===== config.mk =====
export PLATFORM = sky130hd
export DESIGN_NAME = wall_following_pid_step_core_flat
export DESIGN_NICKNAME = d
export VERILOG_FILES = /design/src/rtl/wfp_pkg.sv /design/src/rtl/wfp_if.sv /design/src/rtl/wfp_mul_serial.sv /design/src/rtl/wfp_div_serial.sv /design/src/rtl/wall_following_pid_step_core.sv /design/src/flat_wrapper.sv
export SDC_FILE = /design/constraint.sdc
export NUM_CORES = 2
export LEC_CHECK = 0
export ABC_CLOCK_PERIOD_IN_PS = 10100
export BUFFER_PORTS_ARGS = -buffer_cell sky130_fd_sc_hd__buf_2
export CAP_MARGIN = 10
export CELL_PAD_IN_SITES_DETAIL_PLACEMENT = 1
export CELL_PAD_IN_SITES_GLOBAL_PLACEMENT = 1
export CORE_MARGIN = 5
export CORE_UTILIZATION = 49
export DETAILED_ROUTE_END_ITERATION = 12
export PLACE_DENSITY = 0.85
export SLEW_MARGIN = 0
export SYNTH_ARGS = -nofsm -noshare
export SYNTH_HDL_FRONTEND = slang
export SYNTH_SLANG_ARGS = --single-unit

===== constraint.sdc =====
create_clock -name clk -period 10.1 [get_ports clk]
set_input_delay 1.01 -clock clk [delete_from_list [all_inputs] [get_ports clk]]
set_output_delay 1.01 -clock clk [all_outputs]
set_load 0.05 [all_outputs]

===== src/rtl/wfp_pkg.sv =====
// wfp_pkg: shared constants, codes, state type and unit request structs
// for the wall-following pid step core; depends on nothing
`timescale 1ns / 1ps
package wfp_pkg;

  localparam int DIST_BITS      = 13;
  localparam int SPEED_BITS     = 9;
  localparam int ERR_BITS       = DIST_BITS + 1;
  localparam int DIFF_BITS      = DIST_BITS + 2;
  localparam int INTEG_BITS     = 18;
  localparam int INTEGRAL_LIMIT = 100000;
  localparam int DZ_MM          = 10;
  localparam int GAIN_BITS      = 16;
  localparam int BASE_BITS      = 8;
  localparam int DT_BITS        = 16;
  localparam int CFG_IDX_BITS   = 3;
  localparam int CFG_DATA_BITS  = 16;

  // serial arithmetic widths
  localparam int ACC_W     = 58;
  localparam int MUL_Y_W   = 20;
  localparam int MUL_CNT_W = 5;
  localparam int DVD_W     = 56;
  localparam int DVS_W     = 34;
  localparam int DIV_CNT_W = 6;
  localparam int Q_W       = 26;
  localparam int SPD_W     = 28;
  localparam int FR_W      = 17;
  localparam int NUM_W     = 19;

  localparam logic [Q_W-1:0]     Q_CAP  = Q_W'(1) << (Q_W - 1);
  localparam logic [MUL_Y_W-1:0] K_MEGA = MUL_Y_W'(1000000);
  localparam logic [MUL_Y_W-1:0] K_KILO = MUL_Y_W'(1000);

  // register indexes
  localparam logic [CFG_IDX_BITS-1:0] CFG_GAIN_P   = 3'd0;
  localparam logic [CFG_IDX_BITS-1:0] CFG_GAIN_I   = 3'd1;
  localparam logic [CFG_IDX_BITS-1:0] CFG_GAIN_D   = 3'd2;
  localparam logic [CFG_IDX_BITS-1:0] CFG_BASE     = 3'd3;
  localparam logic [CFG_IDX_BITS-1:0] CFG_MIN      = 3'd4;
  localparam logic [CFG_IDX_BITS-1:0] CFG_MAX      = 3'd5;
  localparam logic [CFG_IDX_BITS-1:0] CFG_FRONT    = 3'd6;
  localparam logic [CFG_IDX_BITS-1:0] CFG_FOLLOW   = 3'd7;

  // mode codes
  localparam logic [1:0] OP_CENTRE = 2'd0;
  localparam logic [1:0] OP_RIGHT  = 2'd1;
  localparam logic [1:0] OP_LEFT   = 2'd2;

  typedef enum logic [3:0] {
    ST_IDLE,
    ST_EVAL,
    ST_INTEG,
    ST_DGAIN,
    ST_DSCALE,
    ST_PGAIN,
    ST_PSCALE,
    ST_IGAIN,
    ST_DT,
    ST_DIV,
    ST_SPLIT,
    ST_SCL_MUL,
    ST_SCL_DIV,
    ST_SCL_FIN,
    ST_OUT
  } state_t;

  typedef struct packed {
    logic                    load;
    logic signed [ACC_W-1:0] base;
    logic signed [ACC_W-1:0] x;
    logic [MUL_Y_W-1:0]      y;
  } mul_req_t;

  typedef struct packed {
    logic                    done;
    logic signed [ACC_W-1:0] prod;
  } mul_rsp_t;

  typedef struct packed {
    logic             load;
    logic [DVD_W-1:0] dvd;
    logic [DVS_W-1:0] dvs;
  } div_req_t;

  typedef struct packed {
    logic           done;
    logic [Q_W-1:0] quo;
    logic           ovf;
    logic           rem_nz;
  } div_rsp_t;

endpackage


===== src/rtl/wfp_if.sv =====
// wfp_if: valid/ready channel interfaces for tick items and result items
// depends on wfp_pkg for field widths
`timescale 1ns / 1ps
interface wfp_in_if;
  logic                           valid;
  logic                           ready;
  logic [1:0]                     op;
  logic [wfp_pkg::DIST_BITS-1:0]  target_distance;
  logic [wfp_pkg::DIST_BITS-1:0]  left_dist;
  logic [wfp_pkg::DIST_BITS-1:0]  right_dist;
  logic [wfp_pkg::DIST_BITS-1:0]  center_dist;
  logic                           wall_left;
  logic                           wall_right;
  logic [wfp_pkg::DT_BITS-1:0]    elapsed_ms;

  modport source (output valid, op, target_distance, left_dist, right_dist, center_dist,
                  wall_left, wall_right, elapsed_ms, input ready);
  modport sink (input valid, op, target_distance, left_dist, right_dist, center_dist,
                wall_left, wall_right, elapsed_ms, output ready);
endinterface

interface wfp_out_if;
  logic                                 valid;
  logic                                 ready;
  logic signed [wfp_pkg::SPEED_BITS-1:0] left_speed;
  logic signed [wfp_pkg::SPEED_BITS-1:0] right_speed;
  logic signed [wfp_pkg::ERR_BITS-1:0]   last_error;

  modport source (output valid, left_speed, right_speed, last_error, input ready);
  modport sink (input valid, left_speed, right_speed, last_error, output ready);
endinterface


===== src/rtl/wfp_mul_serial.sv =====
// wfp_mul_serial: serial-parallel shift-add multiplier, one multiplier bit per cycle
// computes base + x * y; depends on wfp_pkg
`timescale 1ns / 1ps
module wfp_mul_serial (
  input  logic              clk,
  input  logic              rst,
  input  wfp_pkg::mul_req_t req,
  output wfp_pkg::mul_rsp_t rsp
);
  import wfp_pkg::*;

  localparam logic [MUL_CNT_W-1:0] LAST = MUL_CNT_W'(MUL_Y_W - 1);

  logic signed [ACC_W-1:0] acc;
  logic signed [ACC_W-1:0] xr;
  logic [MUL_Y_W-1:0]      yr;
  logic [MUL_CNT_W-1:0]    cnt;
  logic                    running;

  always_ff @(posedge clk) begin
    if (rst) begin
      running <= 1'b0;
      cnt     <= '0;
    end else if (req.load) begin
      acc     <= req.base;
      xr      <= req.x;
      yr      <= req.y;
      cnt     <= '0;
      running <= 1'b1;
    end else if (running) begin
      if (yr[0]) begin
        acc <= acc + xr;
      end
      xr  <= xr <<< 1;
      yr  <= yr >> 1;
      cnt <= cnt + MUL_CNT_W'(1);
      if (cnt == LAST) begin
        running <= 1'b0;
      end
    end
  end

  assign rsp.done = running && (cnt == LAST);
  assign rsp.prod = acc;

endmodule


===== src/rtl/wfp_div_serial.sv =====
// wfp_div_serial: restoring divider, one quotient bit per cycle
// quotient overflow sets a sticky overflow flag; depends on wfp_pkg
`timescale 1ns / 1ps
module wfp_div_serial (
  input  logic              clk,
  input  logic              rst,
  input  wfp_pkg::div_req_t req,
  output wfp_pkg::div_rsp_t rsp
);
  import wfp_pkg::*;

  localparam logic [DIV_CNT_W-1:0] LAST = DIV_CNT_W'(DVD_W - 1);

  logic [DVD_W-1:0]     dvd;
  logic [DVS_W-1:0]     dvs;
  logic [DVS_W-1:0]     rem;
  logic [Q_W-1:0]       quo;
  logic                 ovf;
  logic [DIV_CNT_W-1:0] cnt;
  logic                 running;
  logic [DVS_W:0]       trial;
  logic [DVS_W:0]       diff;
  logic                 ge;

  always_comb begin
    trial = {rem, dvd[DVD_W-1]};
    diff  = trial - {1'b0, dvs};
    ge    = trial >= {1'b0, dvs};
  end

  always_ff @(posedge clk) begin
    if (rst) begin
      running <= 1'b0;
      cnt     <= '0;
    end else if (req.load) begin
      dvd     <= req.dvd;
      dvs     <= req.dvs;
      rem     <= '0;
      quo     <= '0;
      ovf     <= 1'b0;
      cnt     <= '0;
      running <= 1'b1;
    end else if (running) begin
      rem <= ge ? diff[DVS_W-1:0] : trial[DVS_W-1:0];
      dvd <= dvd << 1;
      quo <= {quo[Q_W-2:0], ge};
      ovf <= ovf | quo[Q_W-1];
      cnt <= cnt + DIV_CNT_W'(1);
      if (cnt == LAST) begin
        running <= 1'b0;
      end
    end
  end

  assign rsp.done   = running && (cnt == LAST);
  assign rsp.quo    = quo;
  assign rsp.ovf    = ovf;
  assign rsp.rem_nz = (rem != '0);

endmodule


===== src/rtl/wall_following_pid_step_core.sv =====
// wall_following_pid_step_core: top level, sequencer and datapath of the pid step
// depends on wfp_pkg, wfp_if, wfp_mul_serial and wfp_div_serial
`timescale 1ns / 1ps
// One tick in, one result out. The block works on one tick at a time: the pid
// sum is built by a shift-add multiplier that takes one multiplier bit per cycle
// (seven products), then divided by 256000*dt in a restoring divider that yields
// one quotient bit per cycle. When the front wall is near, each wheel speed is
// scaled by one more product and divide. In centre mode with both walls missing,
// the tick skips the arithmetic and goes straight to the output state. The next
// tick is taken as soon as the result has moved into the output register, even
// if the sink has not yet taken that result. Configuration writes take effect at
// once and belong to idle periods.
module wall_following_pid_step_core (
  input  logic                                clk,
  input  logic                                rst,
  input  logic                                cfg_we,
  input  logic [wfp_pkg::CFG_IDX_BITS-1:0]    cfg_idx,
  input  logic [wfp_pkg::CFG_DATA_BITS-1:0]   cfg_data,
  wfp_in_if.sink                              in_ch,
  wfp_out_if.source                           out_ch
);
  import wfp_pkg::*;

  localparam logic signed [ERR_BITS-1:0] DZ_POS  = ERR_BITS'(DZ_MM);
  localparam logic signed [ERR_BITS-1:0] DZ_NEG  = -DZ_POS;
  localparam logic signed [ACC_W-1:0]    LIM_POS = ACC_W'(INTEGRAL_LIMIT);
  localparam logic signed [ACC_W-1:0]    LIM_NEG = -LIM_POS;
  localparam logic [DIST_BITS-1:0]       FLOOR_MM = DIST_BITS'(50);

  // configuration registers
  logic [GAIN_BITS-1:0]         gain_p;
  logic [GAIN_BITS-1:0]         gain_i;
  logic [GAIN_BITS-1:0]         gain_d;
  logic [BASE_BITS-1:0]         cruise_speed;
  logic signed [SPEED_BITS-1:0] speed_floor;
  logic signed [SPEED_BITS-1:0] speed_ceil;
  logic [DIST_BITS-1:0]         front_threshold;
  logic [DIST_BITS-1:0]         follow_distance;

  // controller
  state_t state, state_next;
  logic   entry;
  logic   accept;

  // tick context
  logic signed [ERR_BITS-1:0]   raw;
  logic [DT_BITS-1:0]           dtv;
  logic                         p_raw;
  logic                         rwall;
  logic                         centre;
  logic                         scale_on;
  logic                         scale_zero;
  logic [FR_W-1:0]              fnum;
  logic [FR_W-1:0]              fden;

  // pid state and working registers
  logic signed [ERR_BITS-1:0]   prev;
  logic signed [INTEG_BITS-1:0] integ;
  logic signed [ERR_BITS-1:0]   e;
  logic signed [ERR_BITS-1:0]   p;
  logic signed [DIFF_BITS-1:0]  d;
  logic signed [ACC_W-1:0]      hold;
  logic                         neg_s;
  logic signed [SPD_W-1:0]      sl;
  logic signed [SPD_W-1:0]      sr;
  logic                         side;

  // output register
  logic                         out_valid;
  logic signed [SPEED_BITS-1:0] out_l;
  logic signed [SPEED_BITS-1:0] out_r;
  logic signed [ERR_BITS-1:0]   out_e;

  mul_req_t mreq;
  mul_rsp_t mrsp;
  div_req_t dreq;
  div_rsp_t drsp;

  // decode of an incoming tick
  logic [DT_BITS-1:0]         dt_in;
  logic signed [ERR_BITS-1:0] raw_in;
  logic [DT_BITS-1:0]         dt_sel;
  logic                       p_raw_in;
  logic                       rwall_in;
  logic                       centre_in;
  logic                       both_miss;
  logic                       clear_integ;
  logic [FR_W-1:0]            t_off;
  logic signed [NUM_W-1:0]    num_s;
  logic                       low_thr;

  // datapath helpers
  logic                       dz;
  logic signed [ERR_BITS-1:0] e_dz;
  logic signed [ACC_W-1:0]    prod_abs;
  logic [22:0]                dt125;
  logic [DVS_W-1:0]           pid_den;
  logic [SPD_W-1:0]           qv;
  logic signed [SPD_W-1:0]    qs;
  logic signed [SPD_W-1:0]    bse;
  logic signed [SPD_W-1:0]    plus_v;
  logic signed [SPD_W-1:0]    minus_v;
  logic signed [SPD_W-1:0]    lo_v;
  logic signed [SPD_W-1:0]    hi_v;
  logic signed [SPD_W-1:0]    s_cur;
  logic signed [SPD_W-1:0]    s_mag;
  logic                       skip;
  logic signed [SPD_W-1:0]    fin_v;
  logic signed [SPD_W-1:0]    fin_st;
  logic                       out_load;

  function automatic logic signed [SPD_W-1:0] clamp_spd(
    input logic signed [SPD_W-1:0]      x,
    input logic signed [SPEED_BITS-1:0] lo,
    input logic signed [SPEED_BITS-1:0] hi
  );
    logic signed [SPD_W-1:0] lo_w;
    logic signed [SPD_W-1:0] hi_w;
    lo_w = SPD_W'(lo);
    hi_w = SPD_W'(hi);
    if (x < lo_w) begin
      return lo_w;
    end else if (x > hi_w) begin
      return hi_w;
    end
    return x;
  endfunction

  wfp_mul_serial u_mul (.clk(clk), .rst(rst), .req(mreq), .rsp(mrsp));
  wfp_div_serial u_div (.clk(clk), .rst(rst), .req(dreq), .rsp(drsp));

  assign in_ch.ready = (state == ST_IDLE);
  assign accept      = in_ch.valid && (state == ST_IDLE);

  // configuration writes
  always_ff @(posedge clk) begin
    if (rst) begin
      gain_p          <= GAIN_BITS'(256);
      gain_i          <= '0;
      gain_d          <= '0;
      cruise_speed    <= BASE_BITS'(150);
      speed_floor     <= '0;
      speed_ceil      <= SPEED_BITS'(255);
      front_threshold <= DIST_BITS'(150);
      follow_distance <= DIST_BITS'(55);
    end else if (cfg_we) begin
      unique case (cfg_idx)
        CFG_GAIN_P: gain_p          <= cfg_data[GAIN_BITS-1:0];
        CFG_GAIN_I: gain_i          <= cfg_data[GAIN_BITS-1:0];
        CFG_GAIN_D: gain_d          <= cfg_data[GAIN_BITS-1:0];
        CFG_BASE:   cruise_speed    <= cfg_data[BASE_BITS-1:0];
        CFG_MIN:    speed_floor     <= cfg_data[SPEED_BITS-1:0];
        CFG_MAX:    speed_ceil      <= cfg_data[SPEED_BITS-1:0];
        CFG_FRONT:  front_threshold <= cfg_data[DIST_BITS-1:0];
        CFG_FOLLOW: follow_distance <= cfg_data[DIST_BITS-1:0];
        default:    ;
      endcase
    end
  end

  // tick decode: pick the error source, time step and wheel orientation
  always_comb begin
    dt_in       = (in_ch.elapsed_ms == '0) ? DT_BITS'(1) : in_ch.elapsed_ms;
    both_miss   = 1'b0;
    clear_integ = 1'b0;
    p_raw_in    = 1'b0;
    centre_in   = 1'b0;
    rwall_in    = 1'b0;
    dt_sel      = dt_in;
    raw_in      = '0;
    priority if (in_ch.op == OP_RIGHT) begin
      raw_in   = $signed({1'b0, in_ch.right_dist}) - $signed({1'b0, in_ch.target_distance});
      rwall_in = 1'b1;
    end else if (in_ch.op == OP_LEFT) begin
      raw_in = $signed({1'b0, in_ch.left_dist}) - $signed({1'b0, in_ch.target_distance});
    end else if (!in_ch.wall_left && !in_ch.wall_right) begin
      both_miss   = 1'b1;
      clear_integ = 1'b1;
    end else if (!in_ch.wall_right) begin
      // opening on the right: hold the left wall at the follow distance
      raw_in      = $signed({1'b0, in_ch.left_dist}) - $signed({1'b0, follow_distance});
      dt_sel      = DT_BITS'(1);
      clear_integ = 1'b1;
    end else if (!in_ch.wall_left) begin
      raw_in      = $signed({1'b0, in_ch.right_dist}) - $signed({1'b0, follow_distance});
      dt_sel      = DT_BITS'(1);
      rwall_in    = 1'b1;
      clear_integ = 1'b1;
    end else begin
      raw_in    = $signed({1'b0, in_ch.left_dist}) - $signed({1'b0, in_ch.right_dist});
      p_raw_in  = 1'b1;
      centre_in = 1'b1;
    end
  end

  // front slow-down factor num/den
  always_comb begin
    low_thr = (front_threshold <= FLOOR_MM);
    t_off   = FR_W'(front_threshold) - FR_W'(FLOOR_MM);
    num_s   = $signed(NUM_W'(front_threshold) + (NUM_W'(front_threshold) << 1))
            + $signed(NUM_W'(in_ch.center_dist) + (NUM_W'(in_ch.center_dist) << 2))
            - NUM_W'(400);
  end

  // pid and division helpers
  always_comb begin
    dz       = (raw > DZ_NEG) && (raw < DZ_POS);
    e_dz     = dz ? '0 : raw;
    prod_abs = mrsp.prod[ACC_W-1] ? -mrsp.prod : mrsp.prod;
    dt125    = (23'(dtv) << 7) - (23'(dtv) << 2) + 23'(dtv);
    pid_den  = {dt125, 11'b0};
    qv       = drsp.ovf ? SPD_W'(Q_CAP) : SPD_W'(drsp.quo);
    qs       = $signed(qv);
    bse      = $signed(SPD_W'(cruise_speed));
    plus_v   = bse + qs;
    // truncation toward zero of base minus a positive fraction
    minus_v  = bse - qs - SPD_W'(drsp.rem_nz && (bse > qs));
    lo_v     = neg_s ? plus_v : minus_v;
    hi_v     = neg_s ? minus_v : plus_v;
    s_cur    = side ? sr : sl;
    s_mag    = s_cur[SPD_W-1] ? -s_cur : s_cur;
    skip     = !scale_on || scale_zero;
    if (skip) begin
      fin_v = scale_on ? '0 : s_cur;
    end else begin
      fin_v = s_cur[SPD_W-1] ? -qs : qs;
    end
    // follow modes scale first and clamp after; centre clamped before scaling
    fin_st   = centre ? fin_v : clamp_spd(fin_v, speed_floor, speed_ceil);
    out_load = (state == ST_OUT) && (!out_valid || out_ch.ready);
  end

  // next state
  always_comb begin
    state_next = state;
    unique case (state)
      ST_IDLE:    if (accept) state_next = both_miss ? ST_OUT : ST_EVAL;
      ST_EVAL:    state_next = ST_INTEG;
      ST_INTEG:   if (mrsp.done) state_next = ST_DGAIN;
      ST_DGAIN:   if (mrsp.done) state_next = ST_DSCALE;
      ST_DSCALE:  if (mrsp.done) state_next = ST_PGAIN;
      ST_PGAIN:   if (mrsp.done) state_next = ST_PSCALE;
      ST_PSCALE:  if (mrsp.done) state_next = ST_IGAIN;
      ST_IGAIN:   if (mrsp.done) state_next = ST_DT;
      ST_DT:      if (mrsp.done) state_next = ST_DIV;
      ST_DIV:     if (drsp.done) state_next = ST_SPLIT;
      ST_SPLIT:   state_next = ST_SCL_MUL;
      ST_SCL_MUL: begin
        if (skip) state_next = ST_SCL_FIN;
        else if (mrsp.done) state_next = ST_SCL_DIV;
      end
      ST_SCL_DIV: if (drsp.done) state_next = ST_SCL_FIN;
      ST_SCL_FIN: state_next = side ? ST_OUT : ST_SCL_MUL;
      ST_OUT:     if (out_load) state_next = ST_IDLE;
      default:    state_next = ST_IDLE;
    endcase
  end

  always_ff @(posedge clk) begin
    if (rst) begin
      state <= ST_IDLE;
      entry <= 1'b0;
    end else begin
      state <= state_next;
      entry <= (state_next != state);
    end
  end

  // multiplier operand select, loaded on the first cycle of each product state
  always_comb begin
    mreq.load = 1'b0;
    mreq.base = '0;
    mreq.x    = '0;
    mreq.y    = '0;
    unique case (state)
      ST_INTEG: begin
        mreq.load = entry;
        mreq.base = ACC_W'(integ);
        mreq.x    = ACC_W'(e);
        mreq.y    = MUL_Y_W'(dtv);
      end
      ST_DGAIN: begin
        mreq.load = entry;
        mreq.x    = ACC_W'(d);
        mreq.y    = MUL_Y_W'(gain_d);
      end
      ST_DSCALE: begin
        mreq.load = entry;
        mreq.x    = mrsp.prod;
        mreq.y    = K_MEGA;
      end
      ST_PGAIN: begin
        mreq.load = entry;
        mreq.x    = ACC_W'(p);
        mreq.y    = MUL_Y_W'(gain_p);
      end
      ST_PSCALE: begin
        mreq.load = entry;
        mreq.x    = mrsp.prod;
        mreq.y    = K_KILO;
      end
      ST_IGAIN: begin
        mreq.load = entry;
        mreq.base = mrsp.prod;
        mreq.x    = ACC_W'(integ);
        mreq.y    = MUL_Y_W'(gain_i);
      end
      ST_DT: begin
        mreq.load = entry;
        mreq.base = hold;
        mreq.x    = mrsp.prod;
        mreq.y    = MUL_Y_W'(dtv);
      end
      ST_SCL_MUL: begin
        mreq.load = entry && !skip;
        mreq.x    = ACC_W'(s_mag);
        mreq.y    = MUL_Y_W'(fnum);
      end
      default: ;
    endcase
  end

  // divider operand select
  always_comb begin
    dreq.load = 1'b0;
    dreq.dvd  = '0;
    dreq.dvs  = '0;
    unique case (state)
      ST_DIV: begin
        dreq.load = entry;
        dreq.dvd  = prod_abs[DVD_W-1:0];
        dreq.dvs  = pid_den;
      end
      ST_SCL_DIV: begin
        dreq.load = entry;
        dreq.dvd  = mrsp.prod[DVD_W-1:0];
        dreq.dvs  = DVS_W'(fden);
      end
      default: ;
    endcase
  end

  // pid state: previous error and integral
  always_ff @(posedge clk) begin
    if (rst) begin
      prev  <= '0;
      integ <= '0;
    end else begin
      if (accept && clear_integ) begin
        integ <= '0;
      end
      if (state == ST_EVAL) begin
        prev <= e_dz;
        if (dz) begin
          integ <= '0;
        end
      end
      // integral update lands on the first cycle after its product
      if (state == ST_DGAIN && entry) begin
        if (mrsp.prod > LIM_POS) begin
          integ <= INTEG_BITS'(LIM_POS);
        end else if (mrsp.prod < LIM_NEG) begin
          integ <= INTEG_BITS'(LIM_NEG);
        end else begin
          integ <= INTEG_BITS'(mrsp.prod);
        end
      end
    end
  end

  // working registers
  always_ff @(posedge clk) begin
    if (accept) begin
      raw        <= raw_in;
      dtv        <= dt_sel;
      p_raw      <= p_raw_in;
      rwall      <= rwall_in;
      centre     <= centre_in;
      scale_on   <= (in_ch.center_dist < front_threshold);
      scale_zero <= low_thr ? 1'b0 : (num_s <= $signed(NUM_W'(0)));
      fnum       <= low_thr ? FR_W'(3) : num_s[FR_W-1:0];
      fden       <= low_thr ? FR_W'(10) : ((t_off << 3) + (t_off << 1));
      sl         <= bse;
      sr         <= bse;
    end
    if (state == ST_EVAL) begin
      e <= e_dz;
      p <= p_raw ? raw : e_dz;
      d <= DIFF_BITS'(e_dz) - DIFF_BITS'(prev);
    end
    if (state == ST_PGAIN && entry) begin
      hold <= mrsp.prod;
    end
    if (state == ST_DIV && entry) begin
      neg_s <= mrsp.prod[ACC_W-1];
    end
    if (state == ST_SPLIT) begin
      side <= 1'b0;
      if (centre) begin
        sl <= clamp_spd(lo_v, speed_floor, speed_ceil);
        sr <= clamp_spd(hi_v, speed_floor, speed_ceil);
      end else if (rwall) begin
        sl <= hi_v;
        sr <= lo_v;
      end else begin
        sl <= lo_v;
        sr <= hi_v;
      end
    end
    if (state == ST_SCL_FIN) begin
      side <= 1'b1;
      if (side) begin
        sr <= fin_st;
      end else begin
        sl <= fin_st;
      end
    end
  end

  // output register: a waiting result does not hold off the next tick
  always_ff @(posedge clk) begin
    if (rst) begin
      out_valid <= 1'b0;
    end else if (out_load) begin
      out_valid <= 1'b1;
    end else if (out_ch.ready) begin
      out_valid <= 1'b0;
    end
  end

  always_ff @(posedge clk) begin
    if (out_load) begin
      out_l <= sl[SPEED_BITS-1:0];
      out_r <= sr[SPEED_BITS-1:0];
      out_e <= prev;
    end
  end

  assign out_ch.valid       = out_valid;
  assign out_ch.left_speed  = out_l;
  assign out_ch.right_speed = out_r;
  assign out_ch.last_error  = out_e;

endmodule

===== src/flat_wrapper.sv =====
// flat-port wrapper written by rule: the top's interface ports become plain ports
module wall_following_pid_step_core_flat import wfp_pkg::*;
  (clk, rst, cfg_we, cfg_idx, cfg_data, in_ch_valid, in_ch_op, in_ch_target_distance, in_ch_left_dist, in_ch_right_dist, in_ch_center_dist, in_ch_wall_left, in_ch_wall_right, in_ch_elapsed_ms, in_ch_ready, out_ch_valid, out_ch_left_speed, out_ch_right_speed, out_ch_last_error, out_ch_ready);
  wfp_in_if in_ch_i ();
  wfp_out_if out_ch_i ();
  input  logic clk;
  input  logic rst;
  input  logic cfg_we;
  input  logic [wfp_pkg::CFG_IDX_BITS-1:0] cfg_idx;
  input  logic [wfp_pkg::CFG_DATA_BITS-1:0] cfg_data;
  input wire logic [$bits(in_ch_i.valid)-1:0] in_ch_valid;
  input wire logic [$bits(in_ch_i.op)-1:0] in_ch_op;
  input wire logic [$bits(in_ch_i.target_distance)-1:0] in_ch_target_distance;
  input wire logic [$bits(in_ch_i.left_dist)-1:0] in_ch_left_dist;
  input wire logic [$bits(in_ch_i.right_dist)-1:0] in_ch_right_dist;
  input wire logic [$bits(in_ch_i.center_dist)-1:0] in_ch_center_dist;
  input wire logic [$bits(in_ch_i.wall_left)-1:0] in_ch_wall_left;
  input wire logic [$bits(in_ch_i.wall_right)-1:0] in_ch_wall_right;
  input wire logic [$bits(in_ch_i.elapsed_ms)-1:0] in_ch_elapsed_ms;
  output wire logic [$bits(in_ch_i.ready)-1:0] in_ch_ready;
  output wire logic [$bits(out_ch_i.valid)-1:0] out_ch_valid;
  output wire logic [$bits(out_ch_i.left_speed)-1:0] out_ch_left_speed;
  output wire logic [$bits(out_ch_i.right_speed)-1:0] out_ch_right_speed;
  output wire logic [$bits(out_ch_i.last_error)-1:0] out_ch_last_error;
  input wire logic [$bits(out_ch_i.ready)-1:0] out_ch_ready;
  assign in_ch_i.valid = in_ch_valid;
  assign in_ch_i.op = in_ch_op;
  assign in_ch_i.target_distance = in_ch_target_distance;
  assign in_ch_i.left_dist = in_ch_left_dist;
  assign in_ch_i.right_dist = in_ch_right_dist;
  assign in_ch_i.center_dist = in_ch_center_dist;
  assign in_ch_i.wall_left = in_ch_wall_left;
  assign in_ch_i.wall_right = in_ch_wall_right;
  assign in_ch_i.elapsed_ms = in_ch_elapsed_ms;
  assign in_ch_ready = in_ch_i.ready;
  assign out_ch_valid = out_ch_i.valid;
  assign out_ch_left_speed = out_ch_i.left_speed;
  assign out_ch_right_speed = out_ch_i.right_speed;
  assign out_ch_last_error = out_ch_i.last_error;
  assign out_ch_i.ready = out_ch_ready;
  wall_following_pid_step_core u_core (.clk(clk), .rst(rst), .cfg_we(cfg_we), .cfg_idx(cfg_idx), .cfg_data(cfg_data), .in_ch(in_ch_i), .out_ch(out_ch_i));
endmodule

==> out/qor.log <==
INFO  power_and_ir_drop power.leakage=23.2nW
INFO  grt            grt_max_degree=209
INFO  placement      detailedPlace.worstSlack=0.753ns
INFO  layout         layout-area-overhead-vs-synth=9.47%
INFO  power_and_ir_drop power.share.switching=33.2%
INFO  outcome        result_of_the_run=completed
INFO  layout         mostFrequentLayoutCell=nand2_1
INFO  logic_synthesis synth_area=53700µm²
INFO  logic_synthesis synth_cells=6104
INFO  floorplanning  placement_rows=121
INFO  worst_setup_path crit_type=reg2reg
INFO  floorplanning  floorplan.initialDensity=49.3%
INFO  clocking       clock_sink_count=695
INFO  worst_setup_path timing.critical_path.slowest_stage_cell=o41ai_2
INFO  layout         num-fill-cells=12600
INFO  routing        totalWireLength=199mm
INFO  clocking       buffer_cell_driving_the_clock_tree_root=clkbuf_16
INFO  worst_setup_path r2r_start=u_core.u_div.ovf
INFO  grt            global_route.peak_usage_layer=met2
INFO  floorplanning  total_die_area=116000µm²
INFO  routing        remaining_drc_errors=0
INFO  worst_setup_path worst_setup_path_startpoint=u_core.u_div.ovf
INFO  clocking       cts.htree.levels=3
INFO  logic_synthesis ys.flop_type=edfxtp_1
INFO  timing         layout_min_cycle_time=9.60ns
INFO  min_path       hold_path.class=reg2reg
INFO  power_and_ir_drop combinationalPowerShare=25.8%
INFO  grt            globalRouteOverflowTotal=0
INFO  floorplanning  height_of_the_die=341µm
INFO  worst_setup_path cp_slowest_stage_delay=0.58ns
INFO  worst_setup_path timing.critical_path.from_type=flop
INFO  grt            grt_pass1_vias=51900
INFO  logic_synthesis postSynth.asyncResetShare=0%
INFO  worst_setup_path worst_setup_path_endpoint=u_core.sl[13]
INFO  grt            met3_demand_to_capacity_share_in_global_routing=5.17%
INFO  worst_setup_path regToRegSetupSlack=0.50ns
INFO  timing         final_min_period_over_clock_period=95.0%
INFO  grt            globalRouteMet1Util=43.2%
INFO  layout         multi_input_area=32500µm²
INFO  logic_synthesis synthesis.yosys.warnings=0
INFO  power_and_ir_drop pwr-share-clk=35.8%
INFO  floorplanning  coreArea=109000µm²
INFO  clocking       cts_tree=done
INFO  flow_run       max_cap_violations=0
INFO  timing         setup-violations-final=0
INFO  power_and_ir_drop internal_power=5.94mW
INFO  routing        firstDrtPassIters=6
INFO  power_and_ir_drop power_density=151nW/µm²
INFO  worst_setup_path reg2reg_to=u_core.sl[13]
INFO  worst_setup_path timing.critical_path.fanout_max=16
INFO  logic_synthesis netlist-cell-type-count=95
INFO  logic_synthesis post_synth.cell_area_avg=8.80µm²
INFO  placement      dp_hpwl=143mm
INFO  power_and_ir_drop power_switching=2.95mW
INFO  timing         final_hold_viol_count=0
INFO  grt            grt_first_pass_wirelength=304mm
INFO  routing        dr.first_iter.drc_count=4939
INFO  timing         timing.clock.skew=0.0238ns
INFO  clocking       insertion_delay=0.68ns
INFO  routing        antenna_violating_nets_post_route=0
INFO  layout         finalNetCount=6794
INFO  placement      io_buffers=129
INFO  timing         setup_ws=0.502ns
INFO  power_and_ir_drop proportion_of_power_drawn_by_flip_flops_and_latches=38.4%
INFO  grt            grt_antenna_before_repair=3
INFO  logic_synthesis ys_ff_latch=695
INFO  worst_setup_path timing.critical_path.arrival=10.14ns
INFO  worst_setup_path cp-end-kind=flop
INFO  timing         finalSetupTns=0ns
INFO  floorplanning  die_wd=341µm
INFO  timing         max_clock_freq=104MHz
INFO  layout         leading_cell_types_in_the_layout_fill_and_taps_excluded=nand2_1 (638), a21oi_1 (590), ha_1 (549)
INFO  layout         register_area=18800µm²
INFO  min_path       min_path_cells=0
INFO  worst_setup_path critPathRequiredTime=10.64ns
INFO  worst_setup_path worst-r2r-cell-count=34
INFO  routing        via_count=50200
INFO  logic_synthesis synth_sequential_area_ratio=35.0%
INFO  clocking       clk_pin_slew_worst_paths=0.06ns
INFO  power_and_ir_drop worst_voltage_drop_across_the_vdd_grid=0.000124V
INFO  routing        wl_per_cell=26.1µm
INFO  clocking       cts-resized-gates=0
INFO  placement      gp_congestion=0.946
INFO  clocking       cts_buffers=82
INFO  timing         worst-slew-pin-transition=1.28ns
INFO  logic_synthesis count_of_flip_flops_with_a_built_in_enable_after_synthesis=487
INFO  timing         rsz_0062_raised_after_global_routing=false
INFO  timing         slew_headroom=14.2%
INFO  logic_synthesis syn_nets=6773
INFO  grt            met2_resource_use_gr=53.3%
INFO  clocking       clockBufferDepth=3
INFO  floorplanning  pin_count=130
INFO  routing        routed_via_density=6.60
INFO  grt            global_route.usage.total=32.9%
INFO  timing         slew_violations=0
INFO  layout         drive_gt1_share=7.52%
INFO  timing         holdWs=0.440ns
-- power by group through the flow --
stage          Sequential, mW  Clock [mW]  Combinational, mW
2_1_floorplan            3.39           0               1.56
3_3_place_gp             3.46           0               2.11
3_5_place_dp             3.47           0               2.22
4_1_cts                  3.41        3.20               2.25
5_1_grt                  3.42        3.33               2.48
6_report                 3.42        3.18               2.29
-- cell families (layout without fill, tap and decap cells) --
group	Yosys count	count (layout)	synth area share, %
simple gates	1821	1821	16.2
buf+inv	684	775	4.82
xor+xnor	290	290	4.73
other cells	0	2	0
compound gates	1891	1891	22.7
flops	695	695	35.0
mux	149	149	2.83
fa+ha+maj	574	574	13.7
-- layer usage --
metal	up-vias	share of wire [%]
met5	-	0.012
met3	561	7.9
met2	2280	45
met1	24900	41
met4	4	5.3
li1	22500	-
-- per-stage QoR --
stage	utilization [%]	cells	cell area (µm²)	power, mW
3_3_place_gp	51.4	7453	55900	5.57
3_5_place_dp	51.4	7453	55900	5.68
5_1_grt	54.0	7609	58800	9.23
4_1_cts	54.0	7607	58800	8.86
2_1_floorplan	-	6104	53700	4.95
6_report	54.0	7611	58800	8.89
-- layout make-up --
| cell class | instances | area share, % |
|---|---|---|
| diodes | 2 | 0.00851 |
| clock buffers | 118 | 3.91 |
| clock inverters | 36 | 0.875 |
| inverters | 398 | 2.55 |
| multi-input cells | 4725 | 55.3 |
| flip-flops and latches | 695 | 32.0 |
| well taps | 1414 | 3.01 |
| repair buffers | 223 | 2.37 |
-- worst min path at each step --
stage                         start                            to  slack, ns
finish              u_core.prev[13]  u_core.out_ch.last_error[13]       0.44
global route        u_core.prev[13]  u_core.out_ch.last_error[13]       0.46
CTS                 u_core.prev[13]  u_core.out_ch.last_error[13]       0.44
detailed placement  u_core.prev[13]  u_core.out_ch.last_error[13]       0.42
floorplan           u_core.prev[13]  u_core.out_ch.last_error[13]       0.41
global placement    u_core.prev[13]  u_core.out_ch.last_error[13]       0.42
-- what timing repair did --
action | 4_1_cts | 5_1_grt
setup buffers | 0 | 2
setup endpoints to repair | 0 | 1
hold endpoints to repair | 0 | 0
hold buffers | 0 | 0
-- state kept, by name, indices dropped and copies added, names as in the netlist, 14 cells and up --
signal                    count
u_core.gain_i                16
u_core.e                     14
u_core.u_div.quo             26
u_core.fnum                  17
u_core.raw                   14
u_core.d                     15
u_core.u_mul.xr              58
u_core.fden                  16
u_core.u_div.rem             34
u_core.sl                    28
u_core.prev                  14
u_core.u_mul.yr              20
u_core.u_div.dvd             56
u_core.p                     14
u_core.gain_p                16
u_core.sr                    28
u_core.u_div.dvs             33
u_core.out_ch.last_error     14
u_core.u_mul.acc             58
u_core.gain_d                16
u_core.hold                  58
u_core.integ                 18
u_core.dtv                   16
-- worst max-delay path: cells and delay by family (launching register included) --
| family | cells | cell delay [ns] |
|---|---|---|
| AOI/OAI and AO/OA | 15 | 3.88 |
| adders and majority gates | 5 | 1.63 |
| buffers and inverters | 6 | 1.10 |
| DFF | 1 | 0.42 |
| muxes | 1 | 0.32 |
| and+or+nand+nor | 7 | 2.12 |
-- Yosys cell counts (76+ instances only) --
cell,instances,area (µm²)
nand3_1,108,541
ha_1,549,6870
nand2_1,639,2400
clkbuf_1,243,912
inv_1,395,1480
o21ai_0,377,1890
edfxtp_1,487,14600
nor2_1,391,1470
xnor2_1,189,1660
dfxtp_1,208,4160
nand4_1,76,475
xor2_1,101,885
a21o_1,105,788
nor2b_1,118,738
nor3_1,125,626
a21oi_1,591,2960
mux2i_1,128,1280
Power figures use the tool's default switching activity.
